[config.mk]
export PLATFORM = sky130hd
export DESIGN_NAME = tlv_element_scanner_top_flat
export DESIGN_NICKNAME = d
export VERILOG_FILES = /design/src/rtl/tlvs_pkg.sv /design/src/rtl/tlvs_if.sv /design/src/rtl/tlv_element_scanner_top.sv /design/src/flat_wrapper.sv
export SDC_FILE = /design/constraint.sdc
export NUM_CORES = 1
export LEC_CHECK = 0
export ABC_AREA = 1
export BUFFER_PORTS_ARGS = -buffer_cell sky130_fd_sc_hd__buf_2
export CAP_MARGIN = 30
export CELL_PAD_IN_SITES_DETAIL_PLACEMENT = 0
export CELL_PAD_IN_SITES_GLOBAL_PLACEMENT = 2
export CORE_MARGIN = 10
export CORE_UTILIZATION = 39
export CTS_BUF_LIST = sky130_fd_sc_hd__clkbuf_4 sky130_fd_sc_hd__clkbuf_8 sky130_fd_sc_hd__clkbuf_16
export CTS_CLUSTER_DIAMETER = 80
export DETAILED_ROUTE_END_ITERATION = 7
export PLACE_DENSITY = 0.95
export SLEW_MARGIN = 20
export SYNTH_ARGS = -nofsm -noshare
export SYNTH_HDL_FRONTEND = slang
export SYNTH_SLANG_ARGS = --single-unit
[constraint.sdc]
create_clock -name clk_i -period 29 [get_ports clk_i]
set_input_delay 7.25 -clock clk_i [delete_from_list [all_inputs] [get_ports clk_i]]
set_output_delay 7.25 -clock clk_i [all_outputs]
set_load 0.03 [all_outputs]
[src/rtl/tlvs_pkg.sv]
// tlvs_pkg: types and constants shared by the element scanner files
// no dependencies; compile first

package tlvs_pkg;

  localparam int unsigned HEADER_BYTES = 6;
  localparam int unsigned ID_BYTES     = 4;
  localparam int unsigned HDR_IDX_W    = 3;
  localparam int unsigned OFS_W        = 16;
  localparam int unsigned ID_W         = 32;
  localparam int unsigned CFG_IDX_W    = 1;
  localparam int unsigned CFG_DATA_W   = 32;

  localparam logic [7:0] CHAR_I = 8'h49;
  localparam logic [7:0] CHAR_U = 8'h55;

  typedef enum logic [1:0] {
    ST_FOUND      = 2'd0,
    ST_NO_MATCH   = 2'd1,
    ST_HDR_SHORT  = 2'd2,
    ST_BODY_SHORT = 2'd3
  } status_e;

  typedef enum logic [1:0] {
    PH_DONE   = 2'd0,
    PH_HEADER = 2'd1,
    PH_SKIP   = 2'd2
  } phase_e;

  typedef enum logic [CFG_IDX_W-1:0] {
    CFG_TARGET_ID   = 1'b0,
    CFG_LIST_LENGTH = 1'b1
  } cfg_idx_e;

  typedef struct packed {
    status_e           status;
    logic [OFS_W-1:0]  value;
    logic [OFS_W-1:0]  body_offset;
    logic [OFS_W-1:0]  next_offset;
  } result_t;

endpackage

[src/rtl/tlvs_if.sv]
// tlvs channel interfaces: byte input, result output and register writes
// depends on tlvs_pkg

interface tlvs_in_if;
  import tlvs_pkg::*;
  logic       valid;
  logic       ready;
  logic [7:0] data_byte;
  logic       first;
  modport source (output valid, output data_byte, output first, input ready);
  modport sink   (input valid, input data_byte, input first, output ready);
endinterface

interface tlvs_out_if;
  import tlvs_pkg::*;
  logic             valid;
  logic             ready;
  logic [1:0]       status;
  logic [OFS_W-1:0] value;
  logic [OFS_W-1:0] body_offset;
  logic [OFS_W-1:0] next_offset;
  modport source (output valid, output status, output value, output body_offset,
                  output next_offset, input ready);
  modport sink   (input valid, input status, input value, input body_offset,
                  input next_offset, output ready);
endinterface

interface tlvs_cfg_if;
  import tlvs_pkg::*;
  logic                  valid;
  logic                  ready;
  logic [CFG_IDX_W-1:0]  index;
  logic [CFG_DATA_W-1:0] data;
  modport source (output valid, output index, output data, input ready);
  modport sink   (input valid, input index, input data, output ready);
endinterface

[src/rtl/tlv_element_scanner_top.sv]
// tlv_element_scanner_top: byte-wise search of a tagged element list for an id
// depends on tlvs_pkg and the interfaces in tlvs_if.sv
//
//  channel | dir | beat contents                                    | accepted when
//  --------+-----+--------------------------------------------------+----------------
//  in_i    | in  | data_byte, first                                 | valid & ready
//  out_o   | out | status, value, body_offset, next_offset          | valid & ready
//  cfg_i   | in  | index (0 target_id, 1 list_length), data         | valid & ready
//
//  one byte is taken every cycle while in_i is not stopped (see below); a byte
//  is registered in the input stage, then the scan state and any result are
//  worked out from it once the skid slot is free; results reach out_o from the output register
//  rst_ni clears the scan to done and empties all stages at once
//  an output register plus a skid register hold results under stall, so
//  in_i only stops when both are full and a byte is waiting in the input stage

module tlv_element_scanner_top (
  input  logic         clk_i,
  input  logic         rst_ni,
  tlvs_in_if.sink      in_i,
  tlvs_out_if.source   out_o,
  tlvs_cfg_if.sink     cfg_i
);
  import tlvs_pkg::*;

  localparam logic [HDR_IDX_W-1:0] HdrLast = HDR_IDX_W'(HEADER_BYTES);
  localparam logic [HDR_IDX_W-1:0] IdLast  = HDR_IDX_W'(ID_BYTES);
  localparam logic [OFS_W-1:0]     HdrLen  = OFS_W'(HEADER_BYTES);

  // configuration registers
  logic [ID_W-1:0]  target_q;
  logic [OFS_W-1:0] list_len_q;

  // input stage
  logic       s1_valid_q;
  logic [7:0] s1_byte_q;
  logic       s1_first_q;

  // scan state
  phase_e                phase_q, phase_d;
  logic [HDR_IDX_W-1:0]  hidx_q, hidx_d;
  logic [ID_W-1:0]       id_q, id_d;
  logic [OFS_W-1:0]      len_q, len_d;
  logic [OFS_W-1:0]      skip_q, skip_d;
  logic [OFS_W-1:0]      rem_q, rem_d;
  logic [OFS_W-1:0]      pos_q, pos_d;

  // result registers
  logic    out_valid_q;
  result_t out_q;
  logic    skid_valid_q;
  result_t skid_q;

  logic    advance;
  logic    out_take;
  logic    res_emit;
  result_t res;

  // config port never stalls
  assign cfg_i.ready = 1'b1;

  always_ff @(posedge clk_i or negedge rst_ni) begin
    if (!rst_ni) begin
      target_q   <= '0;
      list_len_q <= '0;
    end else if (cfg_i.valid) begin
      case (cfg_idx_e'(cfg_i.index))
        CFG_TARGET_ID:   target_q   <= cfg_i.data;
        CFG_LIST_LENGTH: list_len_q <= cfg_i.data[OFS_W-1:0];
        default: ;
      endcase
    end
  end

  // the input stage moves on whenever the skid slot is free
  assign advance    = !skid_valid_q;
  assign in_i.ready = !s1_valid_q || advance;

  always_ff @(posedge clk_i or negedge rst_ni) begin
    if (!rst_ni) begin
      s1_valid_q <= 1'b0;
    end else if (in_i.ready) begin
      s1_valid_q <= in_i.valid;
    end
  end

  always_ff @(posedge clk_i) begin
    if (in_i.ready && in_i.valid) begin
      s1_byte_q  <= in_i.data_byte;
      s1_first_q <= in_i.first;
    end
  end

  // one byte of scan work
  always_comb begin
    logic [OFS_W:0]   padded;
    logic [OFS_W-1:0] skip_n;
    logic [7:0]       last_ch;
    logic             is_int;

    phase_d  = phase_q;
    hidx_d   = hidx_q;
    id_d     = id_q;
    len_d    = len_q;
    skip_d   = skip_q;
    rem_d    = rem_q;
    pos_d    = pos_q;
    res_emit = 1'b0;
    res      = '{status: ST_NO_MATCH, value: '0, body_offset: '0, next_offset: '0};
    padded   = '0;
    skip_n   = '0;
    last_ch  = '0;
    is_int   = 1'b0;

    if (s1_valid_q && advance) begin
      // restart: element boundary at list start
      if (s1_first_q) begin
        pos_d  = '0;
        rem_d  = list_len_q;
        skip_d = '0;
        if (rem_d == '0) begin
          res_emit   = 1'b1;
          res.status = ST_NO_MATCH;
        end else if (rem_d < HdrLen) begin
          res_emit   = 1'b1;
          res.status = ST_HDR_SHORT;
        end else begin
          rem_d   = rem_d - HdrLen;
          hidx_d  = '0;
          id_d    = '0;
          len_d   = '0;
          phase_d = PH_HEADER;
        end
      end

      if (!res_emit) begin
        case (phase_d)
          PH_HEADER: begin
            if (hidx_d < IdLast) begin
              id_d = {id_d[ID_W-9:0], s1_byte_q};
            end else begin
              len_d = {len_d[OFS_W-9:0], s1_byte_q};
            end
            hidx_d = hidx_d + 1'b1;
            pos_d  = pos_d + 1'b1;
            if (hidx_d == HdrLast) begin
              last_ch = id_d[7:0];
              is_int  = (last_ch == CHAR_I) || (last_ch == CHAR_U);
              if (!is_int && (rem_d < len_d)) begin
                res_emit   = 1'b1;
                res.status = ST_BODY_SHORT;
              end else begin
                padded = is_int ? '0 : ({1'b0, len_d} + {{OFS_W{1'b0}}, len_d[0]});
                // pad byte past list end: clamp to what is left
                skip_n = (padded > {1'b0, rem_d}) ? rem_d : padded[OFS_W-1:0];
                if (id_d == target_q) begin
                  res_emit        = 1'b1;
                  res.status      = ST_FOUND;
                  res.value       = len_d;
                  res.body_offset = pos_d;
                  res.next_offset = pos_d + skip_n;
                end else begin
                  rem_d  = rem_d - skip_n;
                  skip_d = skip_n;
                  if (skip_n != '0) begin
                    phase_d = PH_SKIP;
                  end else if (rem_d == '0) begin
                    res_emit   = 1'b1;
                    res.status = ST_NO_MATCH;
                  end else if (rem_d < HdrLen) begin
                    res_emit   = 1'b1;
                    res.status = ST_HDR_SHORT;
                  end else begin
                    rem_d  = rem_d - HdrLen;
                    hidx_d = '0;
                    id_d   = '0;
                    len_d  = '0;
                  end
                end
              end
            end
          end
          PH_SKIP: begin
            pos_d = pos_d + 1'b1;
            if (skip_d != '0) begin
              skip_d = skip_d - 1'b1;
            end
            if (skip_d == '0) begin
              if (rem_d == '0) begin
                res_emit   = 1'b1;
                res.status = ST_NO_MATCH;
              end else if (rem_d < HdrLen) begin
                res_emit   = 1'b1;
                res.status = ST_HDR_SHORT;
              end else begin
                rem_d   = rem_d - HdrLen;
                hidx_d  = '0;
                id_d    = '0;
                len_d   = '0;
                phase_d = PH_HEADER;
              end
            end
          end
          default: ;
        endcase
      end

      // any result ends the scan
      if (res_emit) begin
        phase_d = PH_DONE;
      end
    end
  end

  always_ff @(posedge clk_i or negedge rst_ni) begin
    if (!rst_ni) begin
      phase_q <= PH_DONE;
      hidx_q  <= '0;
      id_q    <= '0;
      len_q   <= '0;
      skip_q  <= '0;
      rem_q   <= '0;
      pos_q   <= '0;
    end else begin
      phase_q <= phase_d;
      hidx_q  <= hidx_d;
      id_q    <= id_d;
      len_q   <= len_d;
      skip_q  <= skip_d;
      rem_q   <= rem_d;
      pos_q   <= pos_d;
    end
  end

  // output register with skid slot behind it
  assign out_take = out_valid_q && out_o.ready;

  always_ff @(posedge clk_i or negedge rst_ni) begin
    if (!rst_ni) begin
      out_valid_q  <= 1'b0;
      skid_valid_q <= 1'b0;
    end else if (skid_valid_q) begin
      if (out_take) begin
        skid_valid_q <= 1'b0;
      end
    end else if (res_emit) begin
      if (!out_valid_q || out_take) begin
        out_valid_q <= 1'b1;
      end else begin
        skid_valid_q <= 1'b1;
      end
    end else if (out_take) begin
      out_valid_q <= 1'b0;
    end
  end

  always_ff @(posedge clk_i) begin
    if (skid_valid_q) begin
      if (out_take) begin
        out_q <= skid_q;
      end
    end else if (res_emit) begin
      if (!out_valid_q || out_take) begin
        out_q <= res;
      end else begin
        skid_q <= res;
      end
    end
  end

  assign out_o.valid       = out_valid_q;
  assign out_o.status      = out_q.status;
  assign out_o.value       = out_q.value;
  assign out_o.body_offset = out_q.body_offset;
  assign out_o.next_offset = out_q.next_offset;

endmodule

[src/flat_wrapper.sv]
// flat-port wrapper written by rule: the top's interface ports become plain ports
module tlv_element_scanner_top_flat import tlvs_pkg::*;
  (clk_i, rst_ni, in_i_valid, in_i_data_byte, in_i_first, in_i_ready, out_o_valid, out_o_status, out_o_value, out_o_body_offset, out_o_next_offset, out_o_ready, cfg_i_valid, cfg_i_index, cfg_i_data, cfg_i_ready);
  tlvs_in_if in_i_i ();
  tlvs_out_if out_o_i ();
  tlvs_cfg_if cfg_i_i ();
  input  logic clk_i;
  input  logic rst_ni;
  input wire logic [$bits(in_i_i.valid)-1:0] in_i_valid;
  input wire logic [$bits(in_i_i.data_byte)-1:0] in_i_data_byte;
  input wire logic [$bits(in_i_i.first)-1:0] in_i_first;
  output wire logic [$bits(in_i_i.ready)-1:0] in_i_ready;
  output wire logic [$bits(out_o_i.valid)-1:0] out_o_valid;
  output wire logic [$bits(out_o_i.status)-1:0] out_o_status;
  output wire logic [$bits(out_o_i.value)-1:0] out_o_value;
  output wire logic [$bits(out_o_i.body_offset)-1:0] out_o_body_offset;
  output wire logic [$bits(out_o_i.next_offset)-1:0] out_o_next_offset;
  input wire logic [$bits(out_o_i.ready)-1:0] out_o_ready;
  input wire logic [$bits(cfg_i_i.valid)-1:0] cfg_i_valid;
  input wire logic [$bits(cfg_i_i.index)-1:0] cfg_i_index;
  input wire logic [$bits(cfg_i_i.data)-1:0] cfg_i_data;
  output wire logic [$bits(cfg_i_i.ready)-1:0] cfg_i_ready;
  assign in_i_i.valid = in_i_valid;
  assign in_i_i.data_byte = in_i_data_byte;
  assign in_i_i.first = in_i_first;
  assign in_i_ready = in_i_i.ready;
  assign out_o_valid = out_o_i.valid;
  assign out_o_status = out_o_i.status;
  assign out_o_value = out_o_i.value;
  assign out_o_body_offset = out_o_i.body_offset;
  assign out_o_next_offset = out_o_i.next_offset;
  assign out_o_i.ready = out_o_ready;
  assign cfg_i_i.valid = cfg_i_valid;
  assign cfg_i_i.index = cfg_i_index;
  assign cfg_i_i.data = cfg_i_data;
  assign cfg_i_ready = cfg_i_i.ready;
  tlv_element_scanner_top u_core (.clk_i(clk_i), .rst_ni(rst_ni), .in_i(in_i_i), .out_o(out_o_i), .cfg_i(cfg_i_i));
endmodule
==> impl_metrics.ini <==
[global_route]
track_usage_pct = 21.8
grt_pass1_wl_mm = 99.4
grt_pass1_vias = 17200
grt_overflow = 0
grt_max_degree = 96
antenna_found_initial = 0

[cells_and_area]
drive_gt1_share_pct = 10.4
fin_cells = 3307
final_area_um2 = 21100
antennaDiodeCount = 0
syn_to_final_growth_pct = 11.1
utilization_pct = 44.0
final_nets = 2785

[min_path]
min_from = u_core.rem_q[13]$_DFFE_PN0P_
min_path_type = flop to flop

[sta]
rsz0062_at_grt = false
slew_violations = 0
tightest_slew_ns = 0.981
min_period_ns = 10.28
setup_tns_ns = 0
max_freq_mhz = 97.3
worst_slack_ns = 18.72
max_slew_margin_pct = 34.6
skew_ns = 0.0170
finalSetupViolations = 0
fin_crit_sh_pct = 35.4
hold_viol_final = 0
hold_slack_ns = 0.470

[worst_setup_path]
start_kind = flop
crit_path_max_incr_delay_ns = 0.70
cp-end-kind = flop
crit_buf_inv = 6
path_class = flop to flop
r2r_start = u_core.list_len_q[5]$_DFFE_PN0P_
crit_path_start = u_core.list_len_q[5]$_DFFE_PN0P_
crit_family = simple AND/OR/NAND/NOR gates
critical_path.most_common_cell = nand2_1
critPathMaxFanout = 68
crit_required_ns = 29.27
slowest_stage = nand2_2
cp.arrival_ns = 10.55

[place]
gp_congestion = 0.926
portBuffers = 98
pre_cts_ws_ns = 18.87
place_inst = 3249
dpl_cell_area_um2 = 19900
dp_hpwl_mm = 45.8

[drt]
drt_iter0_drc = 1376
drcViolationCount = 0
ant_nets = 0
drt-total-wl_mm = 64.5
wl_per_cell_um = 19.5
vias = 17900
vias_per_cell = 5.42
drtPass1Iterations = 7

[pwr]
ir_drop_mv = 0.0563
p_leak_nw = 9.83
power_density_nw_per_um2 = 92.9
power.total_mw = 1.96

[logic_synthesis]
yosys.area.top_type = dfrtp_1
syn_avg_cell_area_um2 = 7.20
ys_seq_area_share_pct = 37.3
synth_area_leaders = dfrtp_1 (20%), edfxtp_1 (17%), nand2_1 (12%), inv_1 (6.8%), o21ai_0 (6.0%)
ys.warnings.count = 0
synth_cell_types = 52
synth_edf_count = 109
yosys_most_used_dff = dfrtp_1
yosysTopAreaCellShare_pct = 20.0
synthArstFlopShare_pct = 58.2
synthesis.area_um2 = 19000
ys_seq_elements = 261
synthCells = 2635

[clocking]
post_cts_buffers = 0
cts_buffers = 31
cts-hold-fix-buffers = 0
clock_sinks = 261
cts_tree = done
cts-root-buf = clkbuf_16
ctsLongestPathBuffers = 3
cts-resized-gates = 0
htree_levels = 1
worstSkewPairLatency_ns = 0.61
clkTransAtPathRegs_ns = 0.06

[die]
fp-row-count = 80
core_um2 = 47900
die_h_um = 241
io_pins = 100
die-area_um2 = 57900
start_util_pct = 39.6
die_w_um = 241

[flow_run]
drv_cap = 0

[status]
outcome = complete, no violations
==> cell usage after synthesis (3+ instances only) <==
library cell	count
a21oi_1	165
a22oi_1	3
a31oi_1	11
buf_1	11
buf_2	16
buf_4	6
buf_6	11
clkbuf_1	86
dfrtp_1	152
edfxtp_1	109
ha_1	68
inv_1	346
inv_2	5
mux2_2	13
nand2_1	602
nand2_2	28
nand2_4	5
nand3_1	177
nand3_2	4
nand3b_1	3
nand4_1	30
nor2_1	213
nor2_2	9
nor2_4	6
nor3_1	25
nor4_1	12
o2111ai_1	3
o211ai_1	72
o21a_1	5
o21ai_0	227
o21ai_1	68
o21bai_1	9
o22ai_1	8
or2_2	9
xnor2_1	26
xor2_1	69
==> registers in the layout, indices dropped and copies added, names as in the netlist <==
name / count
u_core.s1_valid_q: 1
u_core.out_o.valid: 1
u_core.skid_q: 50
u_core.s1_first_q: 1
u_core.out_o.next_offset: 16
u_core.id_q: 32
u_core.skid_valid_q: 1
u_core.out_o.body_offset: 16
u_core.s1_byte_q: 8
u_core.len_q: 16
u_core.hidx_q: 3
u_core.pos_q: 16
u_core.out_o.value: 16
u_core.rem_q: 16
u_core.target_q: 32
u_core.phase_q: 2
u_core.list_len_q: 16
u_core.skip_q: 16
u_core.out_o.status: 2
==> layer usage <==
layer	up-vias	global-route usage, %	wire length, µm
met4	0	5.98	1410
met3	88	2.17	3310
met2	509	37.3	30500
met1	8568	28.9	29300
met5	-	0	0
li1	8755	-	-
==> logic make-up (layout without fill, tap and decap cells) <==
| family | Yosys count | count (layout) | synth area share [%] |
|---|---|---|---|
| muxes | 13 | 13 | 0.771 |
| and+or+nand+nor | 1130 | 1130 | 25.7 |
| AOI/OAI and AO/OA | 582 | 582 | 16.9 |
| other | 1 | 2 | 0.0198 |
| xor gates and xnor gates | 95 | 95 | 4.38 |
| buffers and inverters | 483 | 539 | 10.2 |
| DFF | 261 | 261 | 37.3 |
| adders and majority gates | 70 | 70 | 4.69 |
==> worst register-to-register path, delay by kind of cell (launching register included) <==
kind,cells,cell delay (ns)
fa+ha+maj,2,0.57
buf+inv,6,1.06
flops,1,0.45
simple gates,31,5.99
compound gates,6,1.55
xor+xnor,1,0.28
==> layout by cell type, fill, tap and decap left out, types with 8 or more instances in the layout <==
master       n
xnor2_1     26
o21ai_1     68
o21bai_1     9
o21ai_0    227
a31oi_1     11
nor2_1     212
nand2_2     30
mux2_2      13
clkbuf_16   31
nand2_1    599
edfxtp_1   109
buf_2       97
buf_4       29
nor2_2       9
nand3_1    177
xor2_1      69
nor3_1      25
a21oi_1    163
dfrtp_1    151
or2_2        9
ha_1        67
o211ai_1    72
o22ai_1      8
nor4_1      12
nand4_1     30
inv_1      345
==> layout make-up <==
type	count	area (µm²)
Timing Repair Buffer	129	757
Sequential cell	261	7080
Clock buffer	35	806
Tap cell	615	769
Fill cell	4899	26900
Clock inverter	22	335
Inverter	353	1330
Multi-Input combinational cell	1892	10000
==> power by group <==
| part | switching, mW | total (mW) | internal (mW) | leakage (nW) |
|---|---|---|---|---|
| clock | 0.172 | 0.437 | 0.265 | 0.547 |
| sequential | 0.0427 | 0.496 | 0.453 | 3.04 |
| combinational | 0.715 | 1.03 | 0.311 | 6.25 |
==> final timing paths <==
| kind | to | slack [ns] | depth (start not counted) |
|---|---|---|---|
| setup / recovery | u_core.skid_q[26]$_DFFE_PP_ | 18.72 | 46 |
| hold / removal | u_core.rem_q[13]$_DFFE_PN0P_ | 0.47 | 2 |
| setup reg to reg | u_core.skid_q[26]$_DFFE_PP_ | 18.72 | 46 |
| hold reg to reg | u_core.rem_q[13]$_DFFE_PN0P_ | 0.47 | 2 |
| max in group asynchronous | u_core.skid_valid_q$_DFF_PN0_ | 21.21 | 2 |
| min in group asynchronous | u_core.id_q[27]$_DFFE_PN0P_ | 6.53 | 1 |
(Power assumes the default switching activity.)
